`config.mk`:
```
export PLATFORM = sky130hd
export DESIGN_NAME = cwrp_queue
export DESIGN_NICKNAME = d
export VERILOG_FILES = /design/src/rtl/cwrp_queue.sv
export SDC_FILE = /design/constraint.sdc
export NUM_CORES = 1
export LEC_CHECK = 0
export ABC_AREA = 1
export BUFFER_PORTS_ARGS = -buffer_cell sky130_fd_sc_hd__buf_2
export CELL_PAD_IN_SITES_DETAIL_PLACEMENT = 0
export CELL_PAD_IN_SITES_GLOBAL_PLACEMENT = 2
export CORE_MARGIN = 2
export CORE_UTILIZATION = 34
export DETAILED_ROUTE_END_ITERATION = 16
export GPL_TIMING_DRIVEN = 1
export HOLD_SLACK_MARGIN = 0.15
export PLACE_DENSITY_LB_ADDON = 0.1
export SYNTH_ARGS = -nofsm -noshare
export SYNTH_HDL_FRONTEND = slang
export SYNTH_SLANG_ARGS = --single-unit
export TNS_END_PERCENT = 20
```
`constraint.sdc`:
```
create_clock -name clk_i -period 1.82 [get_ports clk_i]
set_input_delay 0.364 -clock clk_i [delete_from_list [all_inputs] [get_ports clk_i]]
set_output_delay 0.364 -clock clk_i [all_outputs]
set_load 0.005 [all_outputs]
```
`src/rtl/cwrp_queue.sv`:
```
`timescale 1ns / 1ps
// Two-entry request queue between the front end and the back end.
module cwrp_queue #(
  parameter int unsigned WIDTH = 8
) (
  input  logic             clk_i,
  input  logic             rst_ni,
  input  logic             push_i,
  input  logic [WIDTH-1:0] entry_i,
  output logic             full_o,
  output logic             valid_o,
  output logic [WIDTH-1:0] entry_o,
  input  logic             pop_i
);

  localparam int unsigned DEPTH = 2;
  localparam int unsigned PTR_W = 1;
  localparam int unsigned CNT_W = 2;

  logic [WIDTH-1:0] slot_q [DEPTH];
  logic [PTR_W-1:0] wr_ptr_q, wr_ptr_d;
  logic [PTR_W-1:0] rd_ptr_q, rd_ptr_d;
  logic [CNT_W-1:0] count_q, count_d;

  assign full_o  = count_q == CNT_W'(DEPTH);
  assign valid_o = count_q != '0;
  assign entry_o = slot_q[rd_ptr_q];

  always_comb begin
    wr_ptr_d = wr_ptr_q;
    rd_ptr_d = rd_ptr_q;
    count_d  = count_q;
    if (push_i) begin
      wr_ptr_d = wr_ptr_q + PTR_W'(1);
    end
    if (pop_i) begin
      rd_ptr_d = rd_ptr_q + PTR_W'(1);
    end
    unique case ({push_i, pop_i})
      2'b10:   count_d = count_q + CNT_W'(1);
      2'b01:   count_d = count_q - CNT_W'(1);
      default: count_d = count_q;
    endcase
  end

  always_ff @(posedge clk_i or negedge rst_ni) begin
    if (!rst_ni) begin
      wr_ptr_q <= '0;
      rd_ptr_q <= '0;
      count_q  <= '0;
    end else begin
      wr_ptr_q <= wr_ptr_d;
      rd_ptr_q <= rd_ptr_d;
      count_q  <= count_d;
    end
  end

  always_ff @(posedge clk_i) begin
    if (push_i) begin
      slot_q[wr_ptr_q] <= entry_i;
    end
  end

endmodule

```
; ---- After elaboration in Yosys (flattened, before gate mapping)
; Memories as Yosys holds them, arrays and structs flattened.
; Cells that the tools add are included.
[totals]
reg_bits = 4
ram_bits = 16
inputBits = 12
elab_cells = 16
mem_count = 1
[memory_table]
columns = name, words, word_bits, rd, rd_clocked_by_memory_dff, wr, line_no
row1 = slot_q, 2, 8, 1, 0, 1, 20  ; logic [WIDTH-1:0] slot_q [DEPTH];
[op_classes]
n_addsub = 4
eq_ne = 3
mux = 3
reduce_logical = 2
[op_table]
columns = operator, n
row1 = $eq A2 B2 Y1 const B, 2
row2 = $pmux W2 S2, 1
row3 = $reduce_bool A2 Y1, 2
row4 = $add A1 B1 Y1 const B, 2
row5 = $add A2 B1 Y2 const B, 1
row6 = $eq A2 B1 Y1 const B, 1
row7 = $mux W1, 2
row8 = $sub A2 B1 Y2 const B, 1

; ---- Longest topological paths before layout
[depth]
depth_word = 2
ltp_mapped = 7

; ---- Least setup slack after synthesis
; Ideal clock, no wire load.
[synth_timing]
path_kind = register -> register
from = register wr_ptr_q
to = memory slot_q[0][0], enable pin
setup_time_ns = 0.370
arrival_ns = 0.774
slack_ns = 0.676
stages_incl_launch_ff = 2
synth_period_minus_slack_ns = 1.144
path_cell_list = dfrtp_1 > nor2_1
[synth_rtl]
columns = element, line_no
row1 = start: declaration, 21  ; logic [PTR_W-1:0] wr_ptr_q, wr_ptr_d;
row2 = start signal: assignment, 52  ; wr_ptr_q <= wr_ptr_d;
row3 = end: declaration, 20
; Straight into the memory's write port.

; ---- Final worst setup path
[layout_timing]
from = register rd_ptr_q
to = output entry_o[2]
[layout_via]
elab_chain_len = 1
[layout_rtl]
columns = element, line_no
row1 = start: declaration, 22  ; logic [PTR_W-1:0] rd_ptr_q, rd_ptr_d;
row2 = start signal: assignment, 53  ; rd_ptr_q <= rd_ptr_d;
row3 = $mem_v2 Z2 W8, -
row4 = end: declaration, 12  ; output logic [WIDTH-1:0] entry_o,
; Every way passes these cells.

==> metrics <==
RSZ-0062 raised after global routing=false; critical path's largest stage delay=0.54 ns; power density cells=1340 nW/um^2; Yosys reg bits=20; crit path DAT=1.18 ns; Filler Cell Count=243; die width=53.28 um; Flop pwr share=0.545; Slowest-stage cell, CP=dfrtp_2; total grt overflow=0; Worst Tran Pin Value=0.3190 ns; drt via density=4.193; most frequent cells in the layout=buf_2 (21), edfxtp_1 (16), inv_1 (14), nand2_1 (14), o21ai_0 (5); Rows=17; Boundary Pins=22; clock transition at the registers of the reported paths=0.11 ns; htree depth=1; max_cap viols=0; number of buffers added on ports=21; Iter 0 DRT Violations=1; Bufs and invs on worst path=1; top cell type's share of synthesized area=0.5818; CP Cell Sequence=o21ai_0 > buf_2; min-delay worst type=in2reg; fin nets=105; RePlAce Congestion=0.6295; first-pass GRT wire length=1.932 mm; total CTS buffers=3; worst-path fanout max=17; sequential fraction of the synthesis area=0.7030; final setup fails=0; drt drc=0; Core ar.=2255 sq um; Worst VDD drop=0.6856 mV; area delta synth->final=19.85%; Mapped Cells=66; Relative slew margins=0.7871; Synth area leader=edfxtp_1; Int Pwr=918.4 uW; critical path endpoint category=output port; Longest Clk Path Bufs=2; Clk network pwr share=0.184; fin crit period=1.546 ns; die height=53.28 um; drt total wl=1.171 mm; Synth Net Count=79; vias in the first global route=453; initial antenna violation count=0; pin count of the biggest net entering global routing=18; switch share=0.3076; leading cell type in the layout, fill and taps excluded=buf_2; Fmax=646.8 MHz; CP Data Required Time=1.46 ns; Post-CTS Setup Repair Bufs=0; Combinational Power Share=0.271; non-filler cells, final=119; Pleak=0.4591 nW; worst-skew pair later-pin latency=0.29 ns; vias=499; startpoint types=flip-flop; setup TNS=0 ns; clock tree from TritonCTS=built; ANT cells=0; final worst-path cycle share=0.8495; Final Hold Vio Count=0; Avg Cell Area, Syn=12.51 sq um; outcome=finished, final reports clean; switching power=408.0 uW; Initial Util=0.3663; Routed WL per cell=9.840 um; Yosys warnings=0; Placed Cells=114; crit-path leading delay family=flip-flops; Fin Clk Skew=0.008011 ns; worst setup path class=reg2out; Mapped Area=825.8 sq um; layout cells sized above 1=0.3297; Final ANT Viol Nets=0; die area=2839 sq um; DR pass1 iterations=2; DP HPWL=884.6 um; clk root buf=clkbuf_4; clk sinks=20; post-synthesis cell type count=14; GRT Total Usage=0.1014; final max-slew violation count=0; largest cells by area after synthesis=edfxtp_1 (58%), dfrtp_1 (12%), inv_1 (6.4%)
-- cell families after synthesis --
| logic type | count (synthesis) | synth area share |
|---|---|---|
| flip-flops | 20 | 0.7030 |
| buffers and inverters | 16 | 0.1015 |
| AND/OR/NAND/NOR | 18 | 0.08637 |
| adder cells (fa/ha/maj) | 1 | 0.01515 |
| XOR/XNOR | 3 | 0.03182 |
| AO/OA/AOI/OAI | 8 | 0.06212 |
-- routing by layer --
layer	part of all wire	vias to the layer above	global-route usage
met1	0.41	223	0.1182
li1	-	262	-
met4	0.010	0	0.06410
met5	0	-	0
met3	0.061	2	0.02825
met2	0.52	12	0.1626
-- worst reg2reg max path: cells and delay by family (launching register included) --
| family | cells | cell delay [ns] |
|---|---|---|
| buf+inv | 1 | 0.22 |
| flops | 1 | 0.42 |
| simple gates | 1 | 0.27 |
-- power by group through the flow --
stage	combinational [mW]	sequential (mW)	clock, mW
floorplan	0.324	0.669	0
global placement	0.361	0.730	0
detailed placement	0.368	0.733	0
CTS	0.369	0.723	0.254
global route	0.414	0.742	0.275
finish	0.359	0.723	0.244
-- cell usage after synthesis --
master and count:
nand2_1 14, xor2_1 2, xnor2_1 1, o21ai_2 3
edfxtp_1 16, buf_6 1, ha_1 1, dfrtp_1 4
nand3_1 1, buf_12 1, nor2_1 2, nand4_1 1
inv_1 14, o21ai_0 5
-- timing repair --
item	in CTS	in global routing
endpoints found under the hold margin	4	0
gates resized for setup	0	1
setup endpoints to repair	0	3
hold buffers	1	0
-- path summary, 6_finish.rpt --
path	start	endpoint	slack, ns	depth (start not counted)
setup / recovery	rd_ptr_q	entry_o[2]	0.27	2
hold / removal	pop_i	rd_ptr_q	0.25	2
setup reg to reg	wr_ptr_q	slot_q[0][0]	0.63	2
hold reg to reg	count_q[1]	count_q[1]	0.50	2
max in group asynchronous	rst_ni	rd_ptr_q	1.29	2
min in group asynchronous	rst_ni	count_q[1]	0.39	2
-- cell type report --
class,count,area (sq um),share of cell area
clock buffers,4,36.28,0.03666
flip-flops and latches,20,581.8,0.5879
repair buffers,23,122.6,0.1239
well taps,28,35.03,0.03540
inverters,14,52.55,0.05310
multi-input cells,30,161.4,0.1631
-- metrics by stage --
step / total power [mW] / hold slack [ns] / instance area [sq um] / util / worst slack, ns
2_1_floorplan: 0.9934 / 0.06841 / 825.8 / - / 0.6762
3_3_place_gp: 1.092 / 0.1792 / 942.2 / 0.4179 / 0.4376
3_5_place_dp: 1.101 / 0.1823 / 942.2 / 0.4179 / 0.4106
4_1_cts: 1.346 / 0.2444 / 988.4 / 0.4384 / 0.07739
5_1_grt: 1.431 / 0.2322 / 989.7 / 0.4390 / 0.1530
6_report: 1.326 / 0.2488 / 989.7 / 0.4390 / 0.2740
-- sequential cells by signal (all words and copies together) (netlist names) --
signal    flops
slot_q       16
count_q       2
rd_ptr_q      1
wr_ptr_q      1
(Power assumes the default switching activity.)
