$ cat src/rtl/cwrp_pkg.sv
`timescale 1ns / 1ps
// Shared types, codes and helper function of the cache way replacement policy unit.
package cwrp_pkg;

  localparam int unsigned CMD_W      = 1;
  localparam int unsigned SET_IDX_W  = 6;
  localparam int unsigned HIT_WAY_W  = 3;
  localparam int unsigned CLEAN_W    = 8;
  localparam int unsigned VICTIM_W   = 3;
  localparam int unsigned MODE_W     = 2;
  localparam int unsigned WAYS_CFG_W = 4;
  localparam int unsigned CFG_IDX_W  = 1;
  localparam int unsigned CFG_DATA_W = 4;
  localparam int unsigned STAMP_W    = 32;
  localparam int unsigned LFSR_W     = 16;
  localparam int unsigned OP_W       = 2;

  localparam logic [CMD_W-1:0] CMD_QUERY = 1'b1;

  localparam logic [MODE_W-1:0] MODE_LRU   = 2'd0;
  localparam logic [MODE_W-1:0] MODE_CLEAN = 2'd1;
  localparam logic [MODE_W-1:0] MODE_RAND  = 2'd2;

  localparam logic [CFG_IDX_W-1:0] REG_POLICY = 1'b0;
  localparam logic [CFG_IDX_W-1:0] REG_WAYS   = 1'b1;

  localparam logic [WAYS_CFG_W-1:0] WAYS_RESET = 4'd8;
  localparam logic [LFSR_W-1:0]     LFSR_SEED  = 16'hACE1;

  typedef enum logic [OP_W-1:0] {
    OP_TICK  = 2'd0,
    OP_STAMP = 2'd1,
    OP_LRU   = 2'd2,
    OP_RAND  = 2'd3
  } cwrp_op_e;

  typedef struct packed {
    logic [MODE_W-1:0]     policy_mode;
    logic [WAYS_CFG_W-1:0] ways_in_use;
  } cwrp_cfg_t;

  function automatic logic [LFSR_W-1:0] lfsr_step(input logic [LFSR_W-1:0] r);
    logic fb;
    fb = r[0] ^ r[2] ^ r[3] ^ r[5];
    return {fb, r[LFSR_W-1:1]};
  endfunction

endpackage

$ cat src/rtl/cwrp_front.sv
`timescale 1ns / 1ps
// Front end: accepts requests, decodes them into queue entries and runs the random generator.
module cwrp_front import cwrp_pkg::*; #(
  parameter int unsigned NUM_SETS = 64,
  parameter int unsigned MAX_WAYS = 8,
  localparam int unsigned DEPTH   = NUM_SETS * MAX_WAYS,
  localparam int unsigned ADDR_W  = (DEPTH > 1) ? $clog2(DEPTH) : 1,
  localparam int unsigned WAY_W   = (MAX_WAYS > 1) ? $clog2(MAX_WAYS) : 1,
  localparam int unsigned ENTRY_W = OP_W + ADDR_W + MAX_WAYS + WAY_W + VICTIM_W
) (
  input  logic                 clk_i,
  input  logic                 rst_ni,
  input  cwrp_cfg_t            cfg_i,
  input  logic                 in_valid_i,
  output logic                 in_stall_o,
  input  logic [CMD_W-1:0]     command_i,
  input  logic [SET_IDX_W-1:0] set_index_i,
  input  logic [HIT_WAY_W-1:0] hit_way_i,
  input  logic [CLEAN_W-1:0]   clean_mask_i,
  input  logic                 q_full_i,
  input  logic                 clearing_i,
  output logic                 push_o,
  output logic [ENTRY_W-1:0]   entry_o
);

  localparam int unsigned SET_W    = (NUM_SETS > 1) ? $clog2(NUM_SETS) : 1;
  localparam int unsigned SET_VALS = 2 ** SET_IDX_W;
  localparam int unsigned CNT_W    = $clog2(MAX_WAYS + 1);
  localparam int unsigned PROD_W   = LFSR_W + CNT_W;

  typedef struct packed {
    cwrp_op_e            op;
    logic [ADDR_W-1:0]   addr;
    logic [MAX_WAYS-1:0] allow;
    logic [WAY_W-1:0]    last;
    logic [VICTIM_W-1:0] rnd;
  } q_entry_t;

  logic [SET_W-1:0]    set_tbl [SET_VALS];
  logic [SET_W-1:0]    set_mod;
  logic [CNT_W-1:0]    ways;
  logic [MAX_WAYS-1:0] all_mask;
  logic [MAX_WAYS-1:0] clean_ext;
  logic [MAX_WAYS-1:0] clean_allow;
  logic [31:0]         clean_w;
  logic [31:0]         rnd_w;
  logic [ADDR_W-1:0]   base;
  logic [PROD_W-1:0]   rnd_prod;
  logic [LFSR_W-1:0]   lfsr_q;
  logic [LFSR_W-1:0]   lfsr_d;
  logic [LFSR_W-1:0]   lfsr_nxt;
  logic                accept;
  q_entry_t            entry;

  for (genvar g = 0; g < SET_VALS; g++) begin : g_set_tbl
    localparam int unsigned SetMod = g % NUM_SETS;
    assign set_tbl[g] = SET_W'(SetMod);
  end

  assign set_mod    = set_tbl[set_index_i];
  assign in_stall_o = q_full_i | clearing_i;
  assign accept     = in_valid_i & ~in_stall_o;
  assign push_o     = accept;
  assign lfsr_nxt   = lfsr_step(lfsr_q);

  always_comb begin
    priority if (cfg_i.ways_in_use == '0) begin
      ways = CNT_W'(1);
    end else if (32'(cfg_i.ways_in_use) > MAX_WAYS) begin
      ways = CNT_W'(MAX_WAYS);
    end else begin
      ways = CNT_W'(cfg_i.ways_in_use);
    end

    for (int i = 0; i < MAX_WAYS; i++) begin
      all_mask[i] = 32'(i) < 32'(ways);
    end

    clean_w     = 32'(clean_mask_i);
    clean_ext   = clean_w[MAX_WAYS-1:0];
    clean_allow = clean_ext & all_mask;

    rnd_prod = PROD_W'(lfsr_nxt) * PROD_W'(ways);
    rnd_w    = 32'(rnd_prod[LFSR_W +: CNT_W]);

    base = ADDR_W'(set_mod) * ADDR_W'(MAX_WAYS);

    entry.rnd  = rnd_w[VICTIM_W-1:0];
    entry.last = WAY_W'(ways - CNT_W'(1));
    if (cfg_i.policy_mode == MODE_CLEAN && clean_allow != '0) begin
      entry.allow = clean_allow;
    end else begin
      entry.allow = all_mask;
    end

    if (command_i == CMD_QUERY) begin
      entry.op   = (cfg_i.policy_mode == MODE_RAND) ? OP_RAND : OP_LRU;
      entry.addr = base;
    end else begin
      if (cfg_i.policy_mode != MODE_RAND && 32'(hit_way_i) < MAX_WAYS) begin
        entry.op = OP_STAMP;
      end else begin
        entry.op = OP_TICK;
      end
      entry.addr = base + ADDR_W'(hit_way_i);
    end

    lfsr_d = lfsr_q;
    if (accept && command_i == CMD_QUERY && cfg_i.policy_mode == MODE_RAND) begin
      lfsr_d = lfsr_nxt;
    end
  end

  assign entry_o = entry;

  always_ff @(posedge clk_i or negedge rst_ni) begin
    if (!rst_ni) begin
      lfsr_q <= LFSR_SEED;
    end else begin
      lfsr_q <= lfsr_d;
    end
  end

endmodule

$ cat config.mk
export PLATFORM = sky130hd
export DESIGN_NAME = cwrp_front
export DESIGN_NICKNAME = d
export VERILOG_FILES = /design/src/rtl/cwrp_pkg.sv /design/src/rtl/cwrp_front.sv
export SDC_FILE = /design/constraint.sdc
export NUM_CORES = 1
export LEC_CHECK = 0
export BUFFER_PORTS_ARGS = -buffer_cell sky130_fd_sc_hd__buf_2
export CORE_UTILIZATION = 50
export DETAILED_ROUTE_END_ITERATION = 6
export GPL_ROUTABILITY_DRIVEN = 1
export GPL_TIMING_DRIVEN = 0
export PLACE_DENSITY = 0.84
export SLEW_MARGIN = 20
export SYNTH_ARGS = -nofsm -noshare
export SYNTH_HDL_FRONTEND = slang
export SYNTH_SLANG_ARGS = --single-unit
$ cat constraint.sdc
create_clock -name clk_i -period 6.3 [get_ports clk_i]
set_clock_uncertainty 0.15 [all_clocks]
set_input_delay 1.26 -clock clk_i [delete_from_list [all_inputs] [get_ports clk_i]]
set_output_delay 1.26 -clock clk_i [all_outputs]
set_load 0.01 [all_outputs]
After elaboration in Yosys (flattened, before gate mapping)
Memory sizes are Yosys's and may differ from the RTL's.
Cells that the tools add are included.
Operators by class
  bitwise gates (word level): 8
  $mul: 1
  mux-type cells: 8
  equality and inequality tests: 3
  reduce and logical (&&, ||, !) cells: 5
  $add $sub $neg: 2
  magnitude comparators: 10
Operators with widths (count)
  16-bit by 4-bit multiplier with 19-bit output: 1
  3-bit by 4-bit less-than comparator with 1-bit output (first input constant): 4
  6-bit two-way mux: 2
  11-bit two-way mux: 1
  9-bit by 3-bit adder with 9-bit output: 1
  8-bit AND: 1
  1-bit by 4-bit less-than comparator with 1-bit output (first input constant): 2
  2-bit by 4-bit less-than comparator with 1-bit output (first input constant): 2
  4-bit two-way mux: 2
  8-bit two-way mux: 1
  8-bit nonzero test: 1
  7-bit >= comparator (second input constant): 1
  6-bit inverter with 7-bit output: 1
  4-bit greater-than comparator (second input constant): 1
  4-bit zero test: 1
  1-bit logical AND: 3
  3-bit by 1-bit subtractor with 3-bit output (second input constant): 1
  1-bit bitwise XOR: 3
  2-bit by 1-bit equality test with 1-bit output (second input constant): 1
  2-bit equality test (second input constant): 1
  1-bit two-way mux: 2
  2-bit inequality test (second input constant): 1
  1-bit AND: 1
  1-bit inverter: 1
  1-bit OR: 1
Word-level totals
  output and inout port bits: 27
  bits of input ports: 29
  word-level logic and storage cells: 39
  flip-flop bits (word level): 16
  memories: 1
  memory bits (read-only): 384
Memories
  (name not given): depth 64, bits a word 6, rd ports 1, clocked after memory_dff 0, write ports 0, RTL line cwrp_front.sv:60  | assign set_mod = set_tbl[set_index_i];

Longest topological paths before layout
Gate-level depths: netlist (run 1).
  depth in word-level cells: 8
  mapped depth: 14
  mapped depth without buffers: 12

Worst setup path after synthesis (run 1)
OpenSTA, ideal clock, no wires.
  path type: in2out
  start: input port cfg_i[3] (netlist name)
  end: output port entry_o[1]
  data required time: 4890 ps
  buffers on the path: 2
  arrival time: 4513 ps
  path slack: 377 ps
  cell stages on the path: 14
  cells stage by stage: clkbuf_1 nor2b_1 buf_2 and2_1 fa_1 inv_1 fa_1 inv_1 ha_1 a2111oi_2 o21ai_1 o21ai_1 o221ai_1 or3b_1
On the way
  cells in the longest elaborated chain, start to end: 4
  elaborated cells between the ends (all ways): 5
  classes of those cells: mul: 1; order compare: 1; mux: 2; reduce/logical: 1
RTL lines
  start: declaration: RTL line cwrp_front.sv:13  | input cwrp_cfg_t cfg_i,
  4-bit greater-than comparator: RTL line cwrp_front.sv:69  | end else if (32'(cfg_i.ways_in_use) > MAX_WAYS) begin
  4-bit two-way mux: RTL line cwrp_front.sv:69
  4-bit two-way mux (*): RTL line cwrp_front.sv:67  | priority if (cfg_i.ways_in_use == '0) begin
  16-bit by 4-bit multiplier with 19-bit output (*): RTL line cwrp_front.sv:83  | rnd_prod = PROD_W'(lfsr_nxt) * PROD_W'(ways);
  end: declaration: RTL line cwrp_front.sv:23  | output logic [ENTRY_W-1:0] entry_o
Every way passes the cells marked *; elsewhere a longest branch is shown, timed or not.

Worst setup path after layout (run 1)
  start: input port cfg_i[2] (netlist name)
  end: output port entry_o[1]
The elaborated chain is that of the path after synthesis.

==> results of run 1 <==
[placed cells by master, fill, tap and decap left out, drive strengths merged]
| master | count |
|---|---|
| o221ai | 1 |
| inv | 59 |
| nand2 | 26 |
| or2 | 2 |
| nor3 | 2 |
| fa | 27 |
| a311o | 1 |
| o2111ai | 3 |
| ha | 23 |
| nand3 | 1 |
| o21ai | 5 |
| nand2b | 2 |
| dfstp | 8 |
| a221oi | 1 |
| nor2 | 8 |
| a2bb2oi | 1 |
| a31oi | 1 |
| mux2 | 16 |
| nand3b | 1 |
| buf | 60 |
| xnor2 | 6 |
| o32a | 2 |
| o32ai | 3 |
| a2111oi | 1 |
| a21boi | 1 |
| nand4 | 3 |
| o21ba | 2 |
| dfrtp | 8 |
| and2 | 38 |
| a21oi | 5 |
| a21o | 2 |
| nor2b | 9 |
| o22a | 3 |
| clkbuf | 8 |
| and3 | 1 |
| or3b | 1 |
| o21a | 2 |
| xor2 | 3 |
[final cells by class]
type | count | area (um^2)
Sequential cell | 16 | 410
Multi-Input combinational cell | 203 | 1920
Tap cell | 67 | 83.8
Fill cell | 409 | 1810
Clock buffer | 4 | 55.1
Buffer | 15 | 106
Inverter | 59 | 221
Timing Repair Buffer | 49 | 245
[worst max-delay path by stage]
| stage | endpoint | slack, ps | startpoint | depth (start not counted) |
|---|---|---|---|---|
| finish | entry_o[1] | 170 | cfg_i[2] | 15 |
| floorplan | entry_o[1] | 380 | cfg_i[3] | 14 |
| detailed placement | entry_o[2] | -350 | cfg_i[3] | 15 |
| CTS | entry_o[2] | 30 | cfg_i[3] | 13 |
| global placement | entry_o[2] | -280 | cfg_i[3] | 15 |
| global route | entry_o[1] | 3 | cfg_i[3] | 14 |
[per-layer routing]
| metal | GRT usage (%) | vias up |
|---|---|---|
| li1 | - | 1030 |
| met1 | 28.4 | 1031 |
| met2 | 42.1 | 61 |
| met3 | 2.85 | 8 |
| met4 | 3.63 | 0 |
| met5 | 0 | - |
[stage by stage]
| stage | total power, mW | instances | utilization (%) | hold slack [ps] | worst slack, ps |
|---|---|---|---|---|---|
| detailed placement | 0.164 | 410 | 60.3 | 429 | -354 |
| floorplan | 0.137 | 294 | - | 382 | 377 |
| global placement | 0.162 | 410 | 60.3 | 423 | -281 |
| global route | 0.266 | 413 | 62.8 | 474 | 2.51 |
| CTS | 0.254 | 413 | 61.7 | 439 | 31.3 |
| finish | 0.253 | 413 | 62.8 | 440 | 171 |
[logic make-up after synthesis]
group | Yosys count | share of synthesized area [%]
multiplexers | 16 | 6.95
AO/OA/AOI/OAI | 34 | 10.4
flip-flops | 16 | 15.8
AND/OR/NAND/NOR | 94 | 19.4
buffers and inverters | 75 | 12.4
XOR/XNOR | 9 | 3.04
adder cells (fa/ha/maj) | 50 | 32.0
[report_power, final]
part           switching (mW)  internal, mW  total (mW)
Sequential                  0         0.103       0.103
Combinational          0.0337        0.0271      0.0608
Clock                  0.0339        0.0554      0.0893
[what timing repair did]
action | in CTS | in global routing
pin swaps | 1 | 2
setup endpoints to repair | 3 | 3
cloned | 0 | 0
resized for setup | 6 | 13
==> results.cfg, run 1 <==
[timing]
period_needed_ps = 6130
max_freq_mhz = 163
relSlewSlack_pct = 67.6
totalNegativeSetupSlack_ps = 0
rsz0062_at_grt = no
setup_violations = 0
worst_slew_pin_slew_ps = 484
slew_violations = 0
finalCritPeriodShare_pct = 97.3
finalHoldViolCount = 0

[synth]
synth_top_area_share_pct = 20.8
ys_seq_elements = 16
synth_nets = 373
synth_area_um2 = 2590
synthArstFlopShare_pct = 100
synth-edff-count = 0
seq_area_frac_synth_pct = 15.8
synthTopCellsByCount = 59 x inv_1, 38 x and2_1, 27 x fa_1
yosysTopAreaCell = fa_1
syn_avg_cell_area_um2 = 8.82
synth_cell_types = 43
ys_warn_count = 0
synth_area_leaders = fa_1 21%, ha_1 11%, and2_1 9.2%
postSynthCellCount = 294
synth.most_common_cell = inv_1
synthFlopType = dfstp_2

[placement]
dpl.hpwl_um = 4370
gp_congestion = 0.832
dpl_cell_area_um2 = 2920
port_buffers = 49

[job]
cap_violations = 0

[clocking]
cts_hold_buf = 0
cts_made_buffers = 3
post-cts-setup-buffers = 0
tritoncts = yes
root_buffer = clkbuf_8
cts.htree.levels = 1
clock_latency_ps = 250
clock-sinks = 16
clk_pin_slew_ps = 60
clock_path_buffers = 2

[cells_and_area]
reg_top3 = lfsr_q x16
regMostFlops = lfsr_q
design_area_um2 = 3040
antenna_cells = 0
synthToLayoutAreaGrowth_pct = 17.4
nets = 426
layout-drive-gt1-share_pct = 29.8
largest_reg_flops = 16

[worst_setup_path]
cp_data_arrival_time_ps = 4720
crit_buf_inv = 5
cp-start-kind = primary input
crit_family = adder cells
worst_setup_path_end_kind = primary output
cpMaxStageDelayCell = fa_1
crit_chain = buf_2 -> clkbuf_4 -> nor2b_4 -> buf_4 -> nand2_1 -> fa_1 -> inv_1 -> fa_1 -> ha_1 -> nor3_1 -> o21ai_1 -> a221oi_4 -> nor3_1 -> or3b_1 -> buf_2
rr_endpoint = lfsr_q[15]
max_stage_delay_ps = 520
crit_path_max_fanout = 10
r2r_setup_slack_ps = 4750
crit_required_ps = 4890
critPathKind = in -> out
rr_worst_depth = 3
timing.rr.start = lfsr_q[5]

[global_route]
antenna_found_initial = 0
grt_remaining_overflow = 0
grt_util_all_layers_pct = 22.6
grt_pass1_wl_um = 9530
grt_max_degree = 17
grt_pass1_vias = 2156

[detailed_routing]
first_iter_violations = 82
dr_wl_met2_um = 2900
vias_per_cell = 5.16
wl_met3_um = 226
firstDrtPassIters = 4
antenna_left = 0
via_count = 2130
drt-total-wl_um = 5490
drc = 0
met1_length_um = 2320
top_layer = met4
avgRoutedWirePerCell_um = 13.3

[floorplan]
die_area_um2 = 5480
die_h_um = 74.0
num_rows = 25
dieWidth_um = 74.0
io_pins = 56
start_util_pct = 53.5
core_um2 = 4850

[power]
max-vdd-ir-drop_v = 0.0000984
leakage_nw = 1.63
pwr_density_cell_nw_per_um2 = 83.2

[outcome]
outcome = complete, no violations

[min_path]
min_to = lfsr_q[1]
hold-path-cell-count = 1
hold_class = reg -> reg
hold_start = lfsr_q[1]
Note: power is estimated with default switching activity, not from simulation.
==> run 2: changes to the inputs <==
--- a/config.mk
+++ b/config.mk
@@ -6,11 +6,12 @@
 export NUM_CORES = 1
 export LEC_CHECK = 0
 export BUFFER_PORTS_ARGS = -buffer_cell sky130_fd_sc_hd__buf_2
-export CORE_UTILIZATION = 50
+export CORE_UTILIZATION = 51
 export DETAILED_ROUTE_END_ITERATION = 6
 export GPL_ROUTABILITY_DRIVEN = 1
 export GPL_TIMING_DRIVEN = 0
-export PLACE_DENSITY = 0.84
+export PLACE_DENSITY = 0.86
+export RECOVER_POWER = 50
 export SLEW_MARGIN = 20
 export SYNTH_ARGS = -nofsm -noshare
 export SYNTH_HDL_FRONTEND = slang
==> results.cfg, run 2 (synthesized netlist as in run 1, its figures left out) <==
[outcome]
outcome = complete, no violations

[placement]
dp_slack_ps = -346
port_buffers = 49
gp_congestion = 0.812
dpl.hpwl_um = 4290

[clocking]
clock-sinks = 16
clock_latency_ps = 250
root_buffer = clkbuf_8
tritoncts = yes
cts_hold_buf = 0
clk_pin_slew_ps = 50
cts_made_buffers = 3
clock_path_buffers = 2
cts.htree.levels = 1

[power]
pwr_density_cell_nw_per_um2 = 79.0
finalPower_mw = 0.240
leakage_nw = 1.63
max-vdd-ir-drop_v = 0.000103

[timing]
finalCritPeriodShare_pct = 97.9
setup_violations = 0
worst_slew_pin_slew_ps = 871
max_freq_mhz = 162
relSlewSlack_pct = 41.9
finalHoldViolCount = 0
rsz0062_at_grt = no
period_needed_ps = 6170
slew_violations = 0
totalNegativeSetupSlack_ps = 0
timing.hold.ws_ps = 456
setup_slack_ps = 132

[cells_and_area]
layout-drive-gt1-share_pct = 28.9
nets = 431
fin_util_pct = 63.0
nFillCells = 431
antenna_cells = 0
synthToLayoutAreaGrowth_pct = 17.0
largest_reg_flops = 16
mostFrequentLayoutCell = inv_1
reg_top3 = lfsr_q x16
regMostFlops = lfsr_q
final_cell_mix = 59 x inv_1, 48 x buf_2, 38 x and2_1

[worst_setup_path]
crit_path_max_fanout = 10
crit_buf_inv = 7
crit_required_ps = 4890
critPathKind = in -> out
worst_setup_path_end_kind = primary output
crit_chain = buf_2 -> buf_4 -> nor2b_4 -> buf_6 -> and2_1 -> fa_1 -> inv_1 -> fa_1 -> inv_1 -> ha_1 -> a2111oi_2 -> o21ai_1 -> buf_4 -> o2111ai_1 -> o2111ai_1 -> xnor2_1 -> buf_2
cp-start-kind = primary input
cp_data_arrival_time_ps = 4760
cpMaxStageDelayCell = fa_1
max_stage_delay_ps = 530
crit_family = adder cells

[global_route]
grt_pass1_vias = 2076
grt_remaining_overflow = 0
grt_util_all_layers_pct = 22.4
grt_pass1_wl_um = 9240
antenna_found_initial = 0
grt_max_degree = 17

[floorplan]
start_util_pct = 53.8
core_um2 = 4820
io_pins = 56
dieWidth_um = 73.3
die_area_um2 = 5370
num_rows = 25
die_h_um = 73.3

[detailed_routing]
firstDrtPassIters = 4
via_count = 2154
drc = 0
first_iter_violations = 64
drt-total-wl_um = 5370
avgRoutedWirePerCell_um = 12.9
antenna_left = 0
vias_per_cell = 5.17

[job]
cap_violations = 0

[min_path]
hold_class = reg -> reg
run 2: power breakdown:
part	internal (mW)	switching [mW]
Sequential	0.103	0
Combinational	0.0282	0.0340
Clock	0.0424	0.0321
Total	0.174	0.0661
run 2: layer usage:
layer,GRT usage [%],wire [um],up-vias
met1,28.7,2300,1035
met2,39.8,2750,65
li1,-,-,1045
met3,3.43,251,9
met5,0,0,-
met4,5.13,60,0
run 2: final cells by class:
type                            count  area (um^2)  area share (%)
Buffer                             15         97.6            3.22
Tap cell                           67         83.8            2.76
Inverter                           59          221            7.30
Clock buffer                        3         41.3            1.36
Timing Repair Buffer               54          284            9.36
Sequential cell                    16          410            13.5
Multi-Input combinational cell    203         1900            62.5
run 2: timing repair:
item	CTS	global route
pin swaps	1	1
buffers inserted	0	5
hold endpoints to repair	0	0
gates resized for setup	6	12
endpoints found under the setup margin	3	3
run 2: worst register-to-register path: cells and delay by family, from the launching register on:
| family | cells | cell delay, ps |
|---|---|---|
| XOR/XNOR | 2 | 500 |
| flip-flops | 1 | 590 |
| multiplexers | 1 | 250 |
run 2: stage by stage:
step / cells / area (um^2)
2_1_floorplan: 294 / 2590
3_3_place_gp: 410 / 2920
3_5_place_dp: 410 / 2920
4_1_cts: 412 / 2970
5_1_grt: 417 / 3030
6_report: 417 / 3030
run 2: path summary, 6_finish.rpt:
kind / startpoint / endpoint / slack (ps) / cells after the start
hold reg to reg: lfsr_q[4] / lfsr_q[4] / 460 / 1
setup reg to reg: lfsr_q[5] / lfsr_q[15] / 4760 / 3
hold / removal: lfsr_q[4] / lfsr_q[4] / 460 / 1
setup / recovery: cfg_i[2] / entry_o[2] / 130 / 17
max in group asynchronous: rst_ni / lfsr_q[9] / 4510 / 1
min in group asynchronous: rst_ni / lfsr_q[14] / 950 / 1
==> run 3: changes to the inputs <==
--- a/config.mk
+++ b/config.mk
@@ -11,7 +11,6 @@
 export GPL_ROUTABILITY_DRIVEN = 1
 export GPL_TIMING_DRIVEN = 0
 export PLACE_DENSITY = 0.86
-export RECOVER_POWER = 50
 export SLEW_MARGIN = 20
 export SYNTH_ARGS = -nofsm -noshare
 export SYNTH_HDL_FRONTEND = slang
==> results.cfg, run 3 (synthesized netlist as in run 1, its figures left out) <==
[outcome]
outcome = complete, no violations

[timing]
finalCritPeriodShare_pct = 97.9
worst_slew_pin_slew_ps = 526
slew_violations = 0
finalHoldViolCount = 0
period_needed_ps = 6170
setup_violations = 0
max_freq_mhz = 162
setup_slack_ps = 131
relSlewSlack_pct = 64.8
rsz0062_at_grt = no

[global_route]
grt_util_all_layers_pct = 22.4
grt_pass1_wl_um = 9240
antenna_found_initial = 0
grt_remaining_overflow = 0
grt_max_degree = 17
grt_pass1_vias = 2076

[clocking]
tritoncts = yes
clk_pin_slew_ps = 50
clock_latency_ps = 250
cts_made_buffers = 3
clock_path_buffers = 2
cts_hold_buf = 0
cts.htree.levels = 1
clock-sinks = 16
root_buffer = clkbuf_8

[cells_and_area]
design_area_um2 = 3050
reg_top3 = lfsr_q x16
fin_cells = 417
antenna_cells = 0
synthToLayoutAreaGrowth_pct = 17.5
regMostFlops = lfsr_q
mostFrequentLayoutCell = inv_1
fin_util_pct = 63.2
layout-drive-gt1-share_pct = 29.7
final_cell_mix = 59 x inv_1, 49 x buf_2, 38 x and2_1
nets = 431
largest_reg_flops = 16

[placement]
dpl.cell_count = 410
gp_congestion = 0.812
dp_slack_ps = -346
dpl.hpwl_um = 4290
dpl_cell_area_um2 = 2920
port_buffers = 49

[detailed_routing]
drt-total-wl_um = 5370
via_count = 2151
top_layer = met4
firstDrtPassIters = 4
vias_per_cell = 5.16
met1_length_um = 2270
antenna_left = 0
first_iter_violations = 57
avgRoutedWirePerCell_um = 12.9
dr_wl_met2_um = 2750
wl_met3_um = 287
drc = 0

[power]
p_sw_mw = 0.0662
finalPower_mw = 0.240
p_int_mw = 0.174
p_clk_share_pct = 31.1
p_seq_share_pct = 42.9
pwr-share-comb_pct = 26.0
max-vdd-ir-drop_v = 0.000103
pwr_density_cell_nw_per_um2 = 78.8
leakage_nw = 1.64
p_sw_share_pct = 27.6

[floorplan]
die_h_um = 73.3
core_um2 = 4820
start_util_pct = 53.8
dieWidth_um = 73.3
die_area_um2 = 5370
num_rows = 25
io_pins = 56

[min_path]
hold_class = reg -> reg

[worst_setup_path]
cp_data_arrival_time_ps = 4760
critPathKind = in -> out
worst_setup_path_end_kind = primary output
r2r_setup_slack_ps = 4770
crit_required_ps = 4890
crit_path_max_fanout = 10
cp-start-kind = primary input

[job]
cap_violations = 0
[run 3: changes by cell type in the layout (fill, tap and decap cells not counted)]
cell / delta
buf_4: +1
clkbuf_1: -3
buf_2: +1
buf_6: +1
[run 3: cell type report]
class	instances	area, um^2
multi-input combinational	203	1900
clock buffer	3	41.3
inverter	59	221
tap	67	83.8
timing repair buffer	54	285
fill	426	1770
sequential	16	410
buffer	15	109
[run 3: power groups by stage]
stage	clock [mW]	sequential [mW]	combinational [mW]
finish	0.0746	0.103	0.0624
global route	0.0814	0.103	0.0680
CTS	0.0765	0.103	0.0603
detailed placement	0	0.105	0.0590
global placement	0	0.105	0.0577
floorplan	0	0.105	0.0321
[run 3: what timing repair did]
action,4_1_cts,5_1_grt
buffers inserted,0,5
setup endpoints to repair,3,3
pin swaps,1,1
cloned,0,0
gates resized for setup,6,12
[run 3: per-stage QoR]
step           hold slack (ps)  TNS [ps]
2_1_floorplan              382         0
3_3_place_gp               426      -674
3_5_place_dp               433      -898
4_1_cts                    447         0
5_1_grt                    484         0
6_report                   456         0
[run 3: final timing paths]
| kind | to | cells past startpoint | from |
|---|---|---|---|
| max | entry_o[2] | 17 | cfg_i[2] |
| min | lfsr_q[4] | 1 | lfsr_q[4] |
| max reg2reg | lfsr_q[15] | 3 | lfsr_q[5] |
| min reg2reg | lfsr_q[4] | 1 | lfsr_q[4] |
| max in group asynchronous | lfsr_q[11] | 1 | rst_ni |
| min in group asynchronous | lfsr_q[14] | 1 | rst_ni |
[run 3: metal layers]
layer | GRT usage, % | vias up
met5 | 0 | -
li1 | - | 1045
met4 | 5.13 | 0
met3 | 3.43 | 9
met2 | 39.8 | 67
met1 | 28.7 | 1030
[run 3: worst max-delay path, stage by stage]
cell and delay (ps):
buf_2 110, buf_4 160, nor2b_4 150, buf_6 150, and2_1 180, fa_1 520, inv_1 60, fa_1 530
inv_1 50, ha_1 310, a2111oi_2 350, o21ai_1 160, buf_4 160, o2111ai_1 90, o2111ai_1 190, xnor2_1 190
buf_2 150
